--- config.mk ---
export PLATFORM = sky130hd
export DESIGN_NAME = pbsd_cell
export DESIGN_NICKNAME = d
export VERILOG_FILES = /design/src/hdl/point_box_signed_distance_assert.svh /design/src/hdl/pbsd_pkg.sv /design/src/hdl/pbsd_cell.sv
export SDC_FILE = /design/constraint.sdc
export NUM_CORES = 2
export LEC_CHECK = 0
export ABC_AREA = 1
export BUFFER_PORTS_ARGS = -buffer_cell sky130_fd_sc_hd__buf_2
export CAP_MARGIN = 20
export CORE_MARGIN = 10
export CORE_UTILIZATION = 62
export CTS_CLUSTER_SIZE = 20
export DETAILED_ROUTE_END_ITERATION = 10
export PLACE_DENSITY = 0.83
export SLEW_MARGIN = 10
export SYNTH_ARGS = -nofsm -noshare
export SYNTH_HDL_FRONTEND = slang
export SYNTH_SLANG_ARGS = --single-unit
export TNS_END_PERCENT = 5
--- constraint.sdc ---
create_clock -name clk -period 16.85 [get_ports clk]
set_input_delay 1.685 -clock clk [delete_from_list [all_inputs] [get_ports clk]]
set_output_delay 1.685 -clock clk [all_outputs]
set_load 0.005 [all_outputs]
--- src/hdl/point_box_signed_distance_assert.svh ---
// Assertion macros for the point to box signed distance block.
`ifndef POINT_BOX_SIGNED_DISTANCE_ASSERT_SVH
`define POINT_BOX_SIGNED_DISTANCE_ASSERT_SVH

// Check a condition in the same cycle as its trigger.
`define PBSD_ASSERT_NOW(lbl, ante, cons, msg) \
    lbl: assert property (@(posedge clk) disable iff (!rst_n) (ante) |-> (cons)) \
        else $error(msg);

// Check a condition in the cycle after its trigger.
`define PBSD_ASSERT_NEXT(lbl, ante, cons, msg) \
    lbl: assert property (@(posedge clk) disable iff (!rst_n) (ante) |=> (cons)) \
        else $error(msg);

`endif

--- src/hdl/pbsd_pkg.sv ---
// Shared types and constants for the point to box signed distance block.
package pbsd_pkg;

    localparam int NUM_SIDES  = 6;
    localparam int OUT_TDATA_W = 72;

    localparam logic [2:0] REG_INSIDE_MODE = 3'd6;

    localparam logic [15:0] SD_MAX = 16'h7FFF;
    localparam logic [15:0] SD_MIN = 16'h8000;

    typedef struct packed {
        logic               found;
        logic [2:0]         idx;
        logic signed [15:0] nx;
        logic signed [15:0] ny;
        logic signed [15:0] nz;
    } side_t;

    typedef struct packed {
        logic  all_neg;
        logic  all_pos;
        side_t neg;
        side_t pos;
    } track_t;

endpackage

--- src/hdl/pbsd_cell.sv ---
// One side of the box: plane distance and running nearest side update.
module pbsd_cell #(
    parameter int         COORD_WIDTH = 16,
    parameter int         DIST_WIDTH  = 36,
    parameter logic [2:0] SIDE_INDEX  = 3'd0
) (
    input  logic                          clk,
    input  logic                          rst_n,
    input  logic [63:0]                   plane,
    input  logic                          in_valid,
    output logic                          in_ready,
    input  logic signed [COORD_WIDTH-1:0] in_x,
    input  logic signed [COORD_WIDTH-1:0] in_y,
    input  logic signed [COORD_WIDTH-1:0] in_z,
    input  pbsd_pkg::track_t              in_track,
    input  logic signed [DIST_WIDTH-1:0]  in_neg_d,
    input  logic signed [DIST_WIDTH-1:0]  in_pos_d,
    output logic                          out_valid,
    input  logic                          out_ready,
    output logic signed [COORD_WIDTH-1:0] out_x,
    output logic signed [COORD_WIDTH-1:0] out_y,
    output logic signed [COORD_WIDTH-1:0] out_z,
    output pbsd_pkg::track_t              out_track,
    output logic signed [DIST_WIDTH-1:0]  out_neg_d,
    output logic signed [DIST_WIDTH-1:0]  out_pos_d
);

    localparam int PW = COORD_WIDTH + 16;

    logic signed [15:0] nx;
    logic signed [15:0] ny;
    logic signed [15:0] nz;
    logic signed [15:0] off;

    logic signed [PW-1:0] prod_x;
    logic signed [PW-1:0] prod_y;
    logic signed [PW-1:0] prod_z;

    logic                          a_valid_reg;
    logic signed [COORD_WIDTH-1:0] a_x_reg;
    logic signed [COORD_WIDTH-1:0] a_y_reg;
    logic signed [COORD_WIDTH-1:0] a_z_reg;
    logic signed [PW-1:0]          a_prod_x_reg;
    logic signed [PW-1:0]          a_prod_y_reg;
    logic signed [PW-1:0]          a_prod_z_reg;
    pbsd_pkg::track_t              a_track_reg;
    logic signed [DIST_WIDTH-1:0]  a_neg_d_reg;
    logic signed [DIST_WIDTH-1:0]  a_pos_d_reg;

    logic                          b_valid_reg;
    logic signed [COORD_WIDTH-1:0] b_x_reg;
    logic signed [COORD_WIDTH-1:0] b_y_reg;
    logic signed [COORD_WIDTH-1:0] b_z_reg;
    pbsd_pkg::track_t              b_track_reg;
    pbsd_pkg::track_t              b_track_next;
    logic signed [DIST_WIDTH-1:0]  b_neg_d_reg;
    logic signed [DIST_WIDTH-1:0]  b_neg_d_next;
    logic signed [DIST_WIDTH-1:0]  b_pos_d_reg;
    logic signed [DIST_WIDTH-1:0]  b_pos_d_next;

    logic                          a_ready;
    logic                          b_ready;
    logic signed [DIST_WIDTH-1:0]  plane_d;
    pbsd_pkg::side_t               this_side;

    assign nx  = plane[15:0];
    assign ny  = plane[31:16];
    assign nz  = plane[47:32];
    assign off = plane[63:48];

    assign prod_x = $signed({{COORD_WIDTH{nx[15]}}, nx})
                  * $signed({{16{in_x[COORD_WIDTH-1]}}, in_x});
    assign prod_y = $signed({{COORD_WIDTH{ny[15]}}, ny})
                  * $signed({{16{in_y[COORD_WIDTH-1]}}, in_y});
    assign prod_z = $signed({{COORD_WIDTH{nz[15]}}, nz})
                  * $signed({{16{in_z[COORD_WIDTH-1]}}, in_z});

    assign b_ready  = !b_valid_reg || out_ready;
    assign a_ready  = !a_valid_reg || b_ready;
    assign in_ready = a_ready;

    assign plane_d = $signed({{(DIST_WIDTH-PW){a_prod_x_reg[PW-1]}}, a_prod_x_reg})
                   + $signed({{(DIST_WIDTH-PW){a_prod_y_reg[PW-1]}}, a_prod_y_reg})
                   + $signed({{(DIST_WIDTH-PW){a_prod_z_reg[PW-1]}}, a_prod_z_reg})
                   - $signed({{(DIST_WIDTH-30){off[15]}}, off, 14'b0});

    assign this_side = '{found: 1'b1, idx: SIDE_INDEX, nx: nx, ny: ny, nz: nz};

    always_comb
    begin
        b_track_next = a_track_reg;
        b_neg_d_next = a_neg_d_reg;
        b_pos_d_next = a_pos_d_reg;
        if (plane_d < 0)
        begin
            b_track_next.all_pos = 1'b0;
            if (!a_track_reg.neg.found || plane_d > a_neg_d_reg)
            begin
                b_track_next.neg = this_side;
                b_neg_d_next     = plane_d;
            end
        end
        else if (plane_d > 0)
        begin
            b_track_next.all_neg = 1'b0;
            if (!a_track_reg.pos.found || plane_d < a_pos_d_reg)
            begin
                b_track_next.pos = this_side;
                b_pos_d_next     = plane_d;
            end
        end
        else
        begin
            b_track_next.all_neg = 1'b0;
            b_track_next.all_pos = 1'b0;
        end
    end

    always_ff @(posedge clk or negedge rst_n)
    begin
        if (!rst_n)
        begin
            a_valid_reg <= 1'b0;
            b_valid_reg <= 1'b0;
        end
        else
        begin
            if (a_ready)
            begin
                a_valid_reg <= in_valid;
            end
            if (b_ready)
            begin
                b_valid_reg <= a_valid_reg;
            end
        end
    end

    always_ff @(posedge clk)
    begin
        if (a_ready && in_valid)
        begin
            a_x_reg      <= in_x;
            a_y_reg      <= in_y;
            a_z_reg      <= in_z;
            a_prod_x_reg <= prod_x;
            a_prod_y_reg <= prod_y;
            a_prod_z_reg <= prod_z;
            a_track_reg  <= in_track;
            a_neg_d_reg  <= in_neg_d;
            a_pos_d_reg  <= in_pos_d;
        end
        if (b_ready && a_valid_reg)
        begin
            b_x_reg     <= a_x_reg;
            b_y_reg     <= a_y_reg;
            b_z_reg     <= a_z_reg;
            b_track_reg <= b_track_next;
            b_neg_d_reg <= b_neg_d_next;
            b_pos_d_reg <= b_pos_d_next;
        end
    end

    assign out_valid = b_valid_reg;
    assign out_x     = b_x_reg;
    assign out_y     = b_y_reg;
    assign out_z     = b_z_reg;
    assign out_track = b_track_reg;
    assign out_neg_d = b_neg_d_reg;
    assign out_pos_d = b_pos_d_reg;

endmodule

; After elaboration in Yosys (flattened, before gate mapping)
; Index checks and enable logic that the tools add are counted.
[classes]
add_sub_neg = 3
multipliers = 3
div = 0
n_lt_le_gt_ge = 4
n_eq_ne = 0
shifts = 0
n_mux = 10
n_bitwise = 1
n_reduce_logical = 11
[ops]
columns = op, count
row1 = $mux 52, 5
row2 = $mux 36, 5
row3 = $mul 16x16->32, 3
row4 = $gt 35x36->1, 1
row5 = $lt 35x36->1, 1
row6 = $gt 35x1->1 const B, 1
row7 = $lt 35x1->1 const B, 1
row8 = $sub 34x30->35, 1
row9 = $add 33x32->34, 1
row10 = $add 32x32->33, 1
row11 = $logic_not 1->1, 4
row12 = $logic_or 1x1->1, 4
row13 = $logic_and 1x1->1, 2
row14 = $reduce_or 2->1, 1
row15 = $not 1->1, 1
[word_totals]
register_bits = 550
latch_bits = 0
ram_bits = 0
rom_bits = 0
inputBits = 294
out_inout_bits = 228
elab_cells = 71
mem_count = 0

; Depth between registers and ports, before layout
[depth]
ltp_word = 8
ltp_mapped = 35
ltp_nobuf = 32

; Worst setup path after synthesis
; No wires, ideal clock.
[synth_timing]
path_kind = input-to-reg
start = input out_ready
end = register b_neg_d_reg[0] (netlist: out_neg_d[0]), enable pin
setup_time_ps = 887
arrival_ps = 12551
required_time_ps = 15963
slack_ps = 3412
path_stages = 2
n_path_buf = 0
path_cell_list = inv_1 a21oi_1
[synth_via]
elab_chain_cells = 2
[synth_rtl]
columns = item, line
row1 = from (decl), pbsd_cell.sv:19  ; input logic out_ready,
row2 = $logic_or 1x1->1, pbsd_cell.sv:78  ; assign b_ready = !b_valid_reg || out_ready;
row3 = $logic_and 1x1->1, pbsd_cell.sv:153  ; if (b_ready && a_valid_reg)
row4 = to (signal assigned), pbsd_cell.sv:159  ; b_neg_d_reg <= b_neg_d_next;
row5 = to (decl), pbsd_cell.sv:56  ; logic signed [DIST_WIDTH-1:0] b_neg_d_reg;
; Every way passes these cells.
; A chain may end at the register's enable or synchronous reset.

; Final worst setup path
[layout_timing]
start = input plane[50]
end = register b_neg_d_reg[7] (netlist: out_neg_d[7]) (data pin)
[layout_via]
elab_chain_cells = 5
word_cells_on_any_way = 6
classes_between = add/sub (1) / order compare (2) / mux (2) / reduce/logical (1)
[layout_rtl]
columns = item, line
row1 = from (decl), pbsd_cell.sv:9  ; input logic [63:0] plane,
row2 = $sub 34x30->35 *, pbsd_cell.sv:85  ; - $signed({{(DIST_WIDTH-30){off[15]}}, off, 14'b0});
row3 = $gt 35x36->1, pbsd_cell.sv:97  ; if (!a_track_reg.neg.found || plane_d > a_neg_d_reg)
row4 = $logic_or 1x1->1, pbsd_cell.sv:97
row5 = $mux 36, pbsd_cell.sv:97
row6 = $mux 36 *, pbsd_cell.sv:94  ; if (plane_d < 0)
row7 = net b_neg_d_next[7], pbsd_cell.sv:57  ; logic signed [DIST_WIDTH-1:0] b_neg_d_next;
; Mark *: on every way through the listed nets, which the timed path passes. The rest lies on a longest branch.

==> summary.txt <==
status: complete, no violations
met2 Usage GRT: 52.8%
Slew Limit Headroom: 24.5%
DR vias/cell: 5.60
Worst setup EP type: flip-flop
FMAX: 117 MHz
FF-to-FF path depth: 27
netlist area before placement: 56900 um^2
deepest clock path buffer count: 3
area of the multi-input gates: 33100 um^2
Seq/Total Area, Yosys: 29.0%
first-pass GRT wire length: 259 mm
GR met1 Demand/Resource: 41.5%
layout cells sized above 1: 10.4%
CTS Sinks: 550
length of the first detailed-routing pass in iterations: 6
worst hold slack: 0.416 ns
crit path kind: input port to flip-flop
H-tree depth: 3
initial antenna violation count: 13
# fillers: 7046
critical path's slowest cell: buf_4
final worst path period need: 8.51 ns
vias: 44400
Arr. time, crit path: 8.85 ns
Worst-path clk slew: 0.06 ns
I/O pin cnt: 522
# Post-CTS Setup Buffers: 0
r2r endpoint: out_neg_d[7]
worst slew pin tran: 1.13 ns
Slew Limit Fails: 0
CTS tree: built
P&R area growth vs syn: 9.59%
Worst R2R Start: a_prod_x_reg[25]
Root Driver: clkbuf_16
maxcap violations: 0
register area: 16500 um^2
Synth cell types: 41
CP Depth: 29
Crit path max-delay family: simple AND/OR/NAND/NOR gates
vias in the first global route: 46900
pin count of the biggest net entering global routing: 139
RSZ-0062 raised after global routing: no
sum of negative setup slack: 0 ns
crit-path max FO: 77
DR iter-0 viols: 4613
final WL: 165 mm
syn avg cell area: 8.99 um^2
ANT nets after route: 0
die area: 104000 um^2
r2r setup slk: 8.95 ns
later-pin clock latency in the skew report: 0.66 ns
worst endpoint required time: 17.18 ns
grt met3 use: 6.41%
Total Routing Usage GR: 32.2%
Residual DRC: 0
Initial Utilization: 62.3%
Critical Path Sink: out_neg_d[7]
Placer Congestion: 0.938
period utilization: 50.5%
grt ovf: 0
Final Non-Filler Cells: 7915
# port buffers: 521
hold-fix buffers at CTS: 0
slowest cell delay on critical path: 0.70 ns
Post-Syn Nets: 7826
post-DP HPWL: 128 mm
HP Class: flip-flop to flip-flop
Synth Instances: 6331
Yosys reg bits: 550
Die X: 323 um
Post-CTS Resized: 0
DIE HEIGHT: 323 um
site row count: 111
Top FF cell, synth: edfxtp_1
Core ar.: 91400 um^2
number of buffers created by CTS: 67
EDFF count, synth: 548
Inst Count DP: 7782
Synth async-reset ratio: 0.364%
nature of the critical path startpoint: input port
Yosys top cell area share: 29.4%
Synth Warn #: 0
Wirelength per Cell: 20.9 um
Fin. Hold Viols: 0
Final Setup Violations: 0
Yosys top cell by area: fa_1
busiest grt layer: met2
buffers and inverters on the worst path: 7
Critical Path Source: plane[50]
Final Net Count: 8161
Clock Skew: 0.0322 ns
Synth area leaders: fa_1 29%, edfxtp_1 29%, nand2_1 11%, inv_1 11%, ha_1 8.0%
-- worst min-delay path by stage --
stage	depth (start not counted)	startpoint	endpoint
after floorplan	0	a_x_reg[0]	out_x[0]
after global placement	0	a_y_reg[10]	out_y[10]
after detailed placement	0	a_x_reg[4]	out_x[4]
after CTS	0	a_x_reg[5]	out_x[5]
after global routing	0	a_y_reg[8]	out_y[8]
final	0	a_x_reg[5]	out_x[5]
-- metrics by stage --
step / instance area (um^2) / worst slack (ns) / util [%]
floorplan: 56900 / 3.41 / -
global placement: 60200 / 7.85 / 65.8
detailed placement: 60200 / 7.61 / 65.8
CTS: 62300 / 8.31 / 68.2
global route: 62400 / 7.94 / 68.2
finish: 62400 / 8.34 / 68.3
-- logic make-up (layout without fill, tap and decap cells) --
kind of cell             after synthesis  count (layout)  share of synthesized area [%]
AO/OA/AOI/OAI                        294             294                           2.86
XOR/XNOR                             125             125                           1.92
adder cells (fa/ha/maj)             1201            1201                           37.4
buffers and inverters               1945            2332                           12.9
flip-flops                           550             550                           29.0
other                                  0              11                              0
AND/OR/NAND/NOR                     2216            2216                           15.9
-- synthesized netlist by cell type (3+ instances only) --
cell type and n:
a211oi_1 4, edfxtp_1 548, xnor2_1 56, buf_2 21, a21o_1 7, o21bai_1 7, o2111ai_1 3, clkbuf_1 223
xor2_1 69, inv_2 18, buf_1 31, and2_1 5, nand3_1 210, or2_2 22, inv_1 1649, nor3_1 14
nor2_2 9, fa_1 837, o211ai_1 8, nor2_1 152, a31oi_1 9, nand2_1 1679, a21boi_0 7, o21a_1 11
nand4_1 111, nor4_1 7, ha_1 364, a21oi_1 146, o21ai_0 86
-- routing by layer --
metal  wire (um)  part of all wire [%]
met1       61400                    37
met2       77800                    47
met3       17600                    11
met4        8150                   4.9
met5          19                 0.012
-- layout by cell type (no fill, tap or decap), drive strengths merged, types with 28 or more instances in the layout --
cell,count
a21oi,146
ha,364
inv,1673
nand3,212
buf,543
edfxtp,548
clkbuf,82
clkinv,28
xnor2,56
nand4,112
fa,837
nand2,1681
xor2,69
nor2,161
o21ai,86
-- final cells by class --
| class | instances | share of cell area (%) |
|---|---|---|
| diodes | 11 | 0.0441 |
| multi-input cells | 3836 | 53.1 |
| well taps | 1186 | 2.38 |
| clock inverters | 39 | 0.624 |
| flip-flops and latches | 550 | 26.5 |
| inverters | 1668 | 10.1 |
| repair buffers | 543 | 4.50 |
| clock buffers | 82 | 2.85 |
Power is not shown: default switching activity piles up to over one toggle a cycle in this logic, so the estimate is an artifact.
