File: config.mk
export PLATFORM = sky130hd
export DESIGN_NAME = pbsd_select
export DESIGN_NICKNAME = d
export VERILOG_FILES = /design/src/hdl/point_box_signed_distance_assert.svh /design/src/hdl/pbsd_pkg.sv /design/src/hdl/pbsd_select.sv
export SDC_FILE = /design/constraint.sdc
export NUM_CORES = 1
export LEC_CHECK = 0
export CORE_AREA = 2 2 98 100
export DETAILED_ROUTE_END_ITERATION = 7
export DIE_AREA = 0 0 100 102
export DONT_BUFFER_PORTS = 1
export HOLD_SLACK_MARGIN = 0.12
export PLACE_DENSITY = 0.64
export SKIP_LAST_GASP = 1
export SLEW_MARGIN = 20
export SYNTH_ARGS = -nofsm -noshare
export SYNTH_HDL_FRONTEND = slang
export SYNTH_SLANG_ARGS = --single-unit
File: constraint.sdc
create_clock -name clk -period 7.5 [get_ports clk]
set_input_delay 0.375 -clock clk [delete_from_list [all_inputs] [get_ports clk]]
set_output_delay 0.375 -clock clk [all_outputs]
set_load 0.02 [all_outputs]
File: src/hdl/point_box_signed_distance_assert.svh
// Assertion macros for the point to box signed distance block.
`ifndef POINT_BOX_SIGNED_DISTANCE_ASSERT_SVH
`define POINT_BOX_SIGNED_DISTANCE_ASSERT_SVH

// Check a condition in the same cycle as its trigger.
`define PBSD_ASSERT_NOW(lbl, ante, cons, msg) \
    lbl: assert property (@(posedge clk) disable iff (!rst_n) (ante) |-> (cons)) \
        else $error(msg);

// Check a condition in the cycle after its trigger.
`define PBSD_ASSERT_NEXT(lbl, ante, cons, msg) \
    lbl: assert property (@(posedge clk) disable iff (!rst_n) (ante) |=> (cons)) \
        else $error(msg);

`endif

File: src/hdl/pbsd_pkg.sv
// Shared types and constants for the point to box signed distance block.
package pbsd_pkg;

    localparam int NUM_SIDES  = 6;
    localparam int OUT_TDATA_W = 72;

    localparam logic [2:0] REG_INSIDE_MODE = 3'd6;

    localparam logic [15:0] SD_MAX = 16'h7FFF;
    localparam logic [15:0] SD_MIN = 16'h8000;

    typedef struct packed {
        logic               found;
        logic [2:0]         idx;
        logic signed [15:0] nx;
        logic signed [15:0] ny;
        logic signed [15:0] nz;
    } side_t;

    typedef struct packed {
        logic  all_neg;
        logic  all_pos;
        side_t neg;
        side_t pos;
    } track_t;

endpackage

File: src/hdl/pbsd_select.sv
// Side choice, rounding and saturation, and the output register.
module pbsd_select #(
    parameter int DIST_WIDTH = 36
) (
    input  logic                         clk,
    input  logic                         rst_n,
    input  logic                         inside_mode,
    input  logic                         in_valid,
    output logic                         in_ready,
    input  pbsd_pkg::track_t             in_track,
    input  logic signed [DIST_WIDTH-1:0] in_neg_d,
    input  logic signed [DIST_WIDTH-1:0] in_pos_d,
    output logic                         out_valid,
    input  logic                         out_ready,
    output logic signed [15:0]           signed_distance,
    output logic signed [15:0]           normal_x,
    output logic signed [15:0]           normal_y,
    output logic signed [15:0]           normal_z,
    output logic [2:0]                   side_index,
    output logic                         valid_res
);

    localparam int QW = DIST_WIDTH - 13;

    logic                         o_valid_reg;
    logic signed [15:0]           sd_reg;
    logic signed [15:0]           sd_next;
    pbsd_pkg::side_t              side_reg;
    pbsd_pkg::side_t              side_next;

    logic                         pick_neg;
    logic signed [DIST_WIDTH-1:0] d_pick;
    logic signed [DIST_WIDTH:0]   rnd;
    logic signed [QW-1:0]         q;

    assign in_ready = !o_valid_reg || out_ready;

    assign pick_neg = inside_mode ? !in_track.all_pos : in_track.all_neg;
    assign d_pick   = pick_neg ? in_neg_d : in_pos_d;
    assign rnd      = $signed({d_pick[DIST_WIDTH-1], d_pick}) + (DIST_WIDTH+1)'(8192);
    assign q        = rnd[DIST_WIDTH:14];

    always_comb
    begin
        side_next = pick_neg ? in_track.neg : in_track.pos;
        if (q[QW-1:15] == {(QW-15){q[15]}})
        begin
            sd_next = q[15:0];
        end
        else
        begin
            sd_next = q[QW-1] ? pbsd_pkg::SD_MIN : pbsd_pkg::SD_MAX;
        end
        if (!side_next.found)
        begin
            side_next = '0;
            sd_next   = '0;
        end
    end

    always_ff @(posedge clk or negedge rst_n)
    begin
        if (!rst_n)
        begin
            o_valid_reg <= 1'b0;
        end
        else if (in_ready)
        begin
            o_valid_reg <= in_valid;
        end
    end

    always_ff @(posedge clk)
    begin
        if (in_ready && in_valid)
        begin
            sd_reg   <= sd_next;
            side_reg <= side_next;
        end
    end

    assign out_valid       = o_valid_reg;
    assign signed_distance = sd_reg;
    assign normal_x        = side_reg.nx;
    assign normal_y        = side_reg.ny;
    assign normal_z        = side_reg.nz;
    assign side_index      = side_reg.idx;
    assign valid_res       = side_reg.found;

endmodule
-- Yosys cells after proc, flatten, opt, wreduce, memory -nomap -nowiden
Index checks and enable logic that the tools add are counted.
- reduce and logical (&&, ||, !) cells: 4
- muxes and demuxes: 6
- $add $sub $neg: 1
- eq/ne operators: 1
- operators by type and width (kind ; number):
    2-to-1 mux 52 bit ; 2
    adder 36 x 15 -> 37 bit, second input constant ; 1
    2-to-1 mux 36 bit ; 1
    2-to-1 mux 16 bit ; 2
    == test 7 bit ; 1
    zero test 1 bit ; 2
    logical AND 1 bit ; 1
    logical OR 1 bit ; 1
    2-to-1 mux 1 bit ; 1
- bits of input ports: 183
- logic and storage cells: 19
- register bits after elaboration: 69

-- Depth between registers and ports, before layout
Gate-level depths: netlist (run 1).
- word-level depth: 6
- gate-level depth with buffers: 15

-- Worst setup path before layout (run 1)
OpenSTA, ideal clock, no wires.
- path kind: input -> register
- start point: input in_track[105] in the netlist's numbering
- end point: register sd_reg[0] (netlist: signed_distance[0]) (data pin)
- required time: 7.228 ns
- library setup time: 0.272 ns
- buffers on the path: 3
- stages: 15
- slack: 4.154 ns
- data arrival time: 3.074 ns
- cell sequence: or2b_1 nand2_1 buf_4 clkbuf_1 nand2_1 nand2_1 ha_1 inv_1 a221oi_1 or4b_1 nand2_1 nor2_1 a22oi_1 buf_6 o31ai_1
- cells in the longest elaborated chain, start to end: 5
- ends and longest elaborated chain (element ; RTL line ; source):
    from (decl) ; pbsd_select.sv:10 ; input pbsd_pkg::track_t in_track,
    2-to-1 mux 1 bit (*) ; pbsd_select.sv:38 ; assign pick_neg = inside_mode ? !in_track.all_pos : in_track.all_neg;
    2-to-1 mux 36 bit ; pbsd_select.sv:39 ; assign d_pick = pick_neg ? in_neg_d : in_pos_d;
    adder 36 x 15 -> 37 bit ; pbsd_select.sv:40 ; assign rnd = $signed({d_pick[DIST_WIDTH-1], d_pick}) + (DIST_WIDTH+1)'(8192);
    == test 7 bit or 2-to-1 mux 16 bit (tied branches) ; pbsd_select.sv:46, pbsd_select.sv:52 ;
    2-to-1 mux 16 bit ; pbsd_select.sv:46 ; if (q[QW-1:15] == {(QW-15){q[15]}})
    to (signal assigned) ; pbsd_select.sv:77 ; sd_reg <= sd_next;
    to (decl) ; pbsd_select.sv:26 ; logic signed [15:0] sd_reg;
Mark *: on every way between the ends. The rest lies on a longest branch, timed or not.
A chain may end at the register's enable or synchronous reset.

-- Worst setup path after layout (run 1)
- start point: input in_track[105] in the netlist's numbering
- end point: register sd_reg[2] (netlist: signed_distance[2]) (data pin)
Same word-level chain as after synthesis.

==> run metrics, run 1 <==
EDFF count, synth roughly 70; clk root buf clkbuf_8; drt pass-1 iters 5; Global Route Usage Sum between 10% and 20%; Post-Syn Area per Cell between 9 and 10 sq um; Max-Cap Viols 0; Worst EP required between 7 and 8 ns; hold path startpoint in_valid; Mapped Area 0.00435 sq mm; GP Congestion around 0.93; PortBufs 0; max_slew headroom between 30% and 40%; Synth Flop Type edfxtp_1; worst ir drop on vdd 0.0940 mV; CORE AREA slightly above 0.009 sq mm; Syn Inst Count about 440; Leakage around 1.6 nW; hold depth 1; Die Y slightly above 100 um; CTS tree yes; Tcrit/Tclk final a little over half; Overall Power 0.00101 W; met3 usage under 10%; CTS sink cnt a little under 70; maximum number of pins on one net before global-route repair 69; Final Hold Viols 0; critical path cell sequence or2b_1 -> nand2_2 -> buf_4 -> mux2_2 -> a31oi_1 -> o2111a_1 -> nor4_4 -> a211oi_4 -> o41ai_1; cts bufs inserted 9; reg-to-reg endpoint normal_z[1]; Hold Path End out_valid; Yosys reg bits 69; first-pass GRT wire length between 15000 and 20000 um; Power Density 218 mW/mm^2; wirelength, routed 10900 um; Synthesized Nets about 630; initial DRC count 188; WL/cell just under 20 um; Worst Path Max Fanout 50; final slew viol count 0; skew final 0.00841 ns; PostCTS Resize Cnt 0; area delta synth->final 6.87%; Yosys cell types 64; maximum clock path buffer count 2; I/O pin count about 250; CP arrival 4.05 ns; DPL Wire Length just over 8000 um; Tmin final 4.01 ns; commonest non-fill, non-tap cell in the layout nand2_1; clock slew at reported path FFs 0.08 ns; Die Wd approximately 100 um; outcome finished clean; Starting Density between 40% and 50%; DRC Markers 0; met2 global-route usage 33.0%; RR Startpoint out_valid; DIE AREA about 0.01 sq mm; met1 Use GR roughly a quarter; Synth Warn # 0; Final setup viols 0; r2r setup slk 5.50 ns; nets just over 600; initial antenna violation count 0; Reg2Reg Depth 3; sequential share of the synthesized area 47.5%; Peak Freq about 250 MHz; Area after DPL 0.00441 sq mm; ANT cells 0; RSZ-0062 raised after global routing no; vias in the first global route between 2k and 3k; number of nets still failing antenna checks after routing 0; design area about 0.0046 sq mm; layout cells sized above 1 a little over an eighth; Top Usage Layer GRT met2; critical path class input pin to flop; min-delay worst type input pin to flop; H-tree level count 3; CP Capture Type flop; slowest CP cell nand2_2; vias per cell ~6.2; Post-synth ARST share 1.45%; worst skew pair latency between 0.3 and 0.4 ns; fin util 51.0%; GR Overflow Total 0; setup_tns 0 ns; CP startpoint kind input pin; vias post-DR about 3.4k; worst-margin pin slew 0.973 ns; largest stage delay on the critical path ~0.74 ns; most frequent cells in the layout nand2_1, edfxtp_1, a21oi_1; Rows 35
## timing repair
item	4_1_cts	5_1_grt
hold endpoints to repair	1	0
setup buffers	0	0
setup endpoints to repair	0	0
hold buffers	1	0
## worst max-delay path by stage
stage                       start                 end  depth (start not counted)
floorplan           in_track[105]  signed_distance[0]                         15
global placement    in_track[105]  signed_distance[1]                          9
global route        in_track[105]  signed_distance[3]                          9
finish              in_track[105]  signed_distance[2]                          9
CTS                 in_track[105]  signed_distance[2]                          9
detailed placement  in_track[105]  signed_distance[2]                          9
## Yosys cell counts, types with 3 or more instances
library cell | count | area (sq um)
a21oi_1 | 53 | 265
a31oi_1 | 4 | 25.0
and2_1 | 3 | 18.8
and3_1 | 8 | 50.1
and4_1 | 3 | 26.3
buf_1 | 6 | 22.5
buf_6 | 3 | 33.8
clkbuf_1 | 14 | 52.6
edfxtp_1 | 68 | 2040
inv_1 | 4 | 15.0
mux2_2 | 4 | 45.0
mux2i_1 | 15 | 150
nand2_1 | 130 | 488
nand2b_1 | 3 | 18.8
nand3_1 | 11 | 55.1
nand4_1 | 7 | 43.8
nor2_1 | 16 | 60.1
o21ai_0 | 4 | 20.0
o41ai_1 | 5 | 43.8
o41ai_2 | 10 | 163
xnor2_1 | 15 | 131
xor2_1 | 6 | 52.6
## stage by stage
stage	std cells	hold WS, ns	setup slack, ns
2_1_floorplan	442	0.0794	4.15
6_report	549	0.144	3.49
3_5_place_dp	531	0.0794	2.84
5_1_grt	549	0.146	3.20
3_3_place_gp	531	0.0794	2.94
4_1_cts	548	0.130	3.19
## metal layers
layer	wire, um	vias up
met5	0	-
met4	128	0
met3	1210	12
met2	5400	199
met1	4170	1584
li1	-	1603
## cell type report
cell class,instances,area (sq um)
flip-flops and latches,69,2070
fillers,856,4460
clock inverters,7,97.6
well taps,111,139
inverters,4,15.0
multi-input cells,342,2150
clock buffers,9,124
repair buffers,7,58.8
## registers in the layout, indices dropped and copies added, names as in the netlist
register,count
normal_z,16
valid_res,1
normal_y,16
side_index,3
signed_distance,16
out_valid,1
normal_x,16
## critical path: cells and delay by family
kind,cells,cell delay (ns)
buffers and inverters,1,0.50
and+or+nand+nor,3,1.14
muxes,1,0.40
AOI/OAI and AO/OA,4,1.61
## power by group
| part | leakage, nW | switching (W) | internal (W) |
|---|---|---|---|
| registers | 0.679 | 0.0000494 | 0.000466 |
| clock network | 0.107 | 0.000150 | 0.000189 |
| logic | 0.846 | 0.000103 | 0.0000576 |
| total | 1.63 | 0.000302 | 0.000712 |
## logic make-up after synthesis
family,Yosys count,share of synthesized area [%]
compound gates,103,18.8
xor+xnor,21,4.23
simple gates,198,21.1
buf+inv,31,3.54
fa+ha+maj,1,0.288
mux,19,4.49
flops,69,47.5
(Power assumes the default switching activity.)
==> run 2: changes to the inputs <==
--- a/config.mk
+++ b/config.mk
@@ -5,12 +5,12 @@
 export SDC_FILE = /design/constraint.sdc
 export NUM_CORES = 1
 export LEC_CHECK = 0
-export CORE_AREA = 2 2 98 100
+export CORE_AREA = 2 2 99 101
 export DETAILED_ROUTE_END_ITERATION = 7
-export DIE_AREA = 0 0 100 102
+export DIE_AREA = 0 0 101 103
 export DONT_BUFFER_PORTS = 1
 export HOLD_SLACK_MARGIN = 0.12
-export PLACE_DENSITY = 0.64
+export PLACE_DENSITY = 0.62
 export SKIP_LAST_GASP = 1
 export SLEW_MARGIN = 20
 export SYNTH_ARGS = -nofsm -noshare
==> constraint.sdc (replaced) <==
create_clock -name clk -period 4 [get_ports clk]
set_input_delay 0.2 -clock clk [delete_from_list [all_inputs] [get_ports clk]]
set_output_delay 0.2 -clock clk [all_outputs]
set_load 0.02 [all_outputs]
==> run 2 against run 1 <==
Compared with the run above: cell count is 16% higher; sequential share of layout area is 7.0 points lower; power is 100% higher; routed wire length is 16% higher; flip-flop and latch count stayed put; die area is 2.0% higher; register-to-register slack worse by 3.9 ns; critical endpoint is now signed_distance[4].
==> run metrics, run 2 (same netlist as run 1, synthesis figures left out) <==
DRC Markers 0; Die Y roughly 100 um; # fillers roughly 810; Die Wd about 100 um; area of the multi-input gates between 0.002 and 0.0025 sq mm; CTS tree yes; CTS sink cnt between 60 and 70; WL/cell just under 20 um; critical path class input pin to flop; RSZ-0062 raised after global routing no; worst ir drop on vdd about 0.21 mV; CP arrival about 3 ns; ANT cells 0; Peak Freq approximately 340 MHz; vias post-DR about 3.8k; Power Density around 370 mW/mm^2; DIE AREA between 0.01 and 0.015 sq mm; maximum clock path buffer count 2; vias per cell between 5 and 6; Clk network pwr share roughly 34%; setup_tns 0 ns; H-tree level count 3; Gate power share a little under a fifth; GR Overflow Total 0; min-delay worst type input pin to flop; Tmin final between 2 and 3 ns; GP Congestion 0.884; sequential power share a little under half; Placed Cells around 540; Final Hold Viols 0; final worst slack 1.10 ns; outcome finished clean; most frequent cells in the layout nand2_1, dlygate4sd3_1, edfxtp_1; area delta synth->final 26.9%; initial DRC count around 210; first-pass GRT wire length around 18000 um; skew final about 0.013 ns; P_int about 0.0015 W; initial antenna violation count 0; wirelength, routed approximately 13000 um; dpl ws 0.799 ns; CP startpoint kind input pin; commonest non-fill, non-tap cell in the layout nand2_1; Worst Path Max Fanout 15; DPL Wire Length 8550 um; Switching Fraction about 28%; Final setup viols 0; FF/Latch Area approximately 0.0021 sq mm; cts bufs inserted 9; Rows 36; CP startpoint in_track[105]; switching power total a little under 0.0006 W; Global Route Usage Sum 22.8%; CP Capture Type flop; hold path startpoint in_track[7]; I/O pin count 253; Max-Cap Viols 0; PortBufs 0; Starting Density a little under half; nets around 700; Layout Cells excl Fill between 600 and 700; drt pass-1 iters 5; layout cells sized above 1 11.8%; max_slew headroom just over 50%; clk root buf clkbuf_8; PostCTS Resize Cnt 0; Worst EP required approximately 4.1 ns; worst-margin pin slew approximately 0.73 ns; RR Startpoint out_valid; number of nets still failing antenna checks after routing 0; clock slew at reported path FFs roughly 0.070 ns; maximum number of pins on one net before global-route repair between 50 and 60; CORE AREA 0.00946 sq mm; worst skew pair latency between 0.3 and 0.4 ns; final slew viol count 0; Leakage slightly above 2 nW; Tcrit/Tclk final between 70% and 80%; vias in the first global route roughly 3.6k
## run 2: area by class of cell
class                   count  share of cell area [%]
multi-input cells         342                    39.0
clock inverters             6                    2.02
clock buffers              10                    2.31
well taps                 114                    2.58
inverters                   4                   0.272
repair buffers             93                    16.4
flip-flops and latches     69                    37.4
## run 2: path summary, 6_finish.rpt
check / endpoint / slack (ns) / cells after the start
max: signed_distance[4] / 1.10 / 13
min: normal_z[7] / 0.14 / 2
max reg2reg: normal_x[12] / 1.62 / 3
min reg2reg: out_valid / 0.88 / 2
max in group asynchronous: out_valid / 3.30 / 2
min in group asynchronous: out_valid / 0.59 / 2
## run 2: stage by stage
step	util [%]	hold slack (ns)	power (W)	area [sq um]
floorplan	-	-0.0956	0.00122	4350
global placement	47.1	-0.0956	0.00128	4450
detailed placement	47.1	-0.0956	0.00129	4450
CTS	58.4	0.120	0.00206	5520
global route	58.4	0.121	0.00213	5520
finish	58.4	0.136	0.00205	5520
## run 2: timing repair
action,CTS,global route
setup buffers,0,0
hold endpoints to repair,46,0
hold buffers,83,0
endpoints found under the setup margin,0,0
## run 2: per-layer routing
| layer | wire length, um | share of wire [%] | track usage (%) |
|---|---|---|---|
| met2 | 6500 | 51 | 40.4 |
| met4 | 231 | 1.8 | 7.59 |
| met1 | 4630 | 36 | 25.3 |
| met3 | 1330 | 11 | 8.75 |
| met5 | 0 | 0 | 0 |
## run 2: critical path: stages
cell	delay, ns
or2_1	0.35
nand2_2	0.29
nand2_1	0.09
nand2_1	0.10
ha_1	0.21
inv_1	0.08
a221oi_1	0.21
or4b_1	0.53
a211o_1	0.34
a41oi_2	0.22
a211oi_4	0.06
buf_4	0.21
o41ai_1	0.10
## run 2: power groups by stage
stage	logic, W	clock network (W)	registers (W)
after global routing	0.000430	0.000730	0.000973
after global placement	0.000298	0	0.000983
after detailed placement	0.000308	0	0.000983
after CTS	0.000387	0.000702	0.000968
after floorplan	0.000248	0	0.000972
final	0.000393	0.000687	0.000968
==> run 3: changes to the inputs <==
--- a/config.mk
+++ b/config.mk
@@ -5,12 +5,12 @@
 export SDC_FILE = /design/constraint.sdc
 export NUM_CORES = 1
 export LEC_CHECK = 0
-export CORE_AREA = 2 2 99 101
+export CORE_AREA = 2 2 98 100
 export DETAILED_ROUTE_END_ITERATION = 7
-export DIE_AREA = 0 0 101 103
+export DIE_AREA = 0 0 100 102
 export DONT_BUFFER_PORTS = 1
 export HOLD_SLACK_MARGIN = 0.12
-export PLACE_DENSITY = 0.62
+export PLACE_DENSITY = 0.66
 export SKIP_LAST_GASP = 1
 export SLEW_MARGIN = 20
 export SYNTH_ARGS = -nofsm -noshare
==> constraint.sdc (replaced) <==
create_clock -name clk -period 2.65 [get_ports clk]
set_input_delay 0.1325 -clock clk [delete_from_list [all_inputs] [get_ports clk]]
set_output_delay 0.1325 -clock clk [all_outputs]
set_load 0.02 [all_outputs]
==> run 3 against run 2 <==
Compared with the run above: flip-flop and latch count is the same; routed wire length rose by 9.6%; largest power group unchanged; power grew 47%; largest cell class unchanged; clock-buffer cell count did not move.
==> run metrics, run 3 (same netlist as run 1, synthesis figures left out) <==
outcome finished clean; Tcrit/Tclk final a little over nine tenths; met1 Use GR a little over a quarter; PortBufs 0; Switching Fraction approximately 30%; Worst Path Max Fanout 7; skew final approximately 0.0069 ns; Final setup viols 0; layout cells sized above 1 approximately 16%; commonest non-fill, non-tap cell in the layout nand2_1; Peak Freq approximately 390 MHz; DIE AREA slightly above 0.01 sq mm; Overall Power roughly 0.0030 W; drt pass-1 iters 6; Final Hold Viols 0; DPL Wire Length roughly 9000 um; initial antenna violation count 0; min-delay worst type input pin to flop; worst-margin pin slew 0.518 ns; worst ir drop on vdd approximately 0.24 mV; nets 750; DRC Markers 0; H-tree level count 3; Power Density between 500 and 600 mW/mm^2; Clk network pwr share between 20% and 30%; ANT cells 0; vias per cell a little over 6; RSZ-0062 raised after global routing no; clock slew at reported path FFs 0.08 ns; area delta synth->final 37.0%; Die Y around 100 um; met2 global-route usage a little under half; Worst EP required about 2.7 ns; Die Wd roughly 100 um; final slew viol count 0; sequential power share roughly half; most frequent cells in the layout nand2_1, dlygate4sd3_1, edfxtp_1; worst skew pair latency roughly 0.34 ns; Max-Cap Viols 0; Tmin final roughly 2.5 ns; initial DRC count about 270; met3 usage 7.66%; Top Usage Layer GRT met2; Setup Buffers After CTS 0; first-pass GRT wire length around 20000 um; GR Overflow Total 0; Starting Density a little under half; Gate power share 22.9%; Rows 35; Leakage between 2 and 2.5 nW; GP Congestion approximately 0.85; number of nets still failing antenna checks after routing 0; WL/cell between 20 and 25 um; CP arrival around 2.6 ns; CP Capture Type flop; CP startpoint kind input pin; vias post-DR about 4.2k; maximum number of pins on one net before global-route repair 41; r2r setup slk ~0.9 ns; vias in the first global route approximately 4.1k; hold slack final between 0.15 and 0.2 ns; clk root buf clkbuf_8; maximum clock path buffer count 2; wirelength, routed roughly 14000 um; setup_tns 0 ns; critical path class input pin to flop; cts bufs inserted 9; CTS tree yes; max_slew headroom roughly two thirds; P_int between 0.002 and 0.0025 W; Global Route Usage Sum 25.8%; CTS sink cnt 69; CORE AREA ~0.009 sq mm; switching power total ~0.00091 W; I/O pin count roughly 250
[run 3: through the flow]
step	cell area, sq um	std cells	utilization (%)	setup WS, ns
floorplan	4410	442	-	-0.128
global placement	4670	558	51.3	-0.214
detailed placement	4670	558	51.3	-0.216
CTS	5940	682	65.2	0.139
global route	5960	682	65.5	0.0266
finish	5960	682	65.5	0.108
[run 3: what timing repair did]
action | in CTS | in global routing
hold buffers | 108 | 0
resized for setup | 0 | 2
hold endpoints to repair | 55 | 0
endpoints found under the setup margin | 0 | 3
[run 3: final timing paths]
path                                from            endpoint  cells after the start
max                        in_track[105]  signed_distance[6]                     10
min                            out_ready           out_valid                      2
max reg2reg                    out_valid       side_index[1]                      3
min reg2reg                    out_valid           out_valid                      2
max in group asynchronous          rst_n           out_valid                      2
min in group asynchronous          rst_n           out_valid                      2
[run 3: layout make-up]
class / instances / area, sq um
clock inverters: 6 / 63.8
clock buffers: 10 / 128
repair buffers: 140 / 1350
multi-input cells: 342 / 2200
well taps: 111 / 139
flip-flops and latches: 69 / 2070
fillers: 652 / 3150
inverters: 4 / 15.0
[run 3: layer usage]
metal / share of wire [%] / routed length [um] / up-vias
met5: 0 / 0 / -
met2: 50 / 7010 / 276
met1: 36 / 5000 / 1966
met3: 8.6 / 1200 / 57
met4: 5.0 / 694 / 0
li1: - / - / 1871
[run 3: power groups by stage]
stage	Sequential [W]	Clock, W	Combinational, W
3_3_place_gp	0.00149	0	0.000490
5_1_grt	0.00147	0.000913	0.000742
3_5_place_dp	0.00149	0	0.000503
4_1_cts	0.00146	0.000874	0.000663
6_report	0.00147	0.000845	0.000688
2_1_floorplan	0.00146	0	0.000387
[run 3: critical path, stage by stage]
cell and delay [ns]:
or2_1 0.24, buf_4 0.16, a2111o_1 0.41, a22oi_4 0.33
o221ai_2 0.19, xor2_1 0.30, nor2_1 0.10, a22oi_2 0.45
buf_4 0.23, o41ai_2 0.07
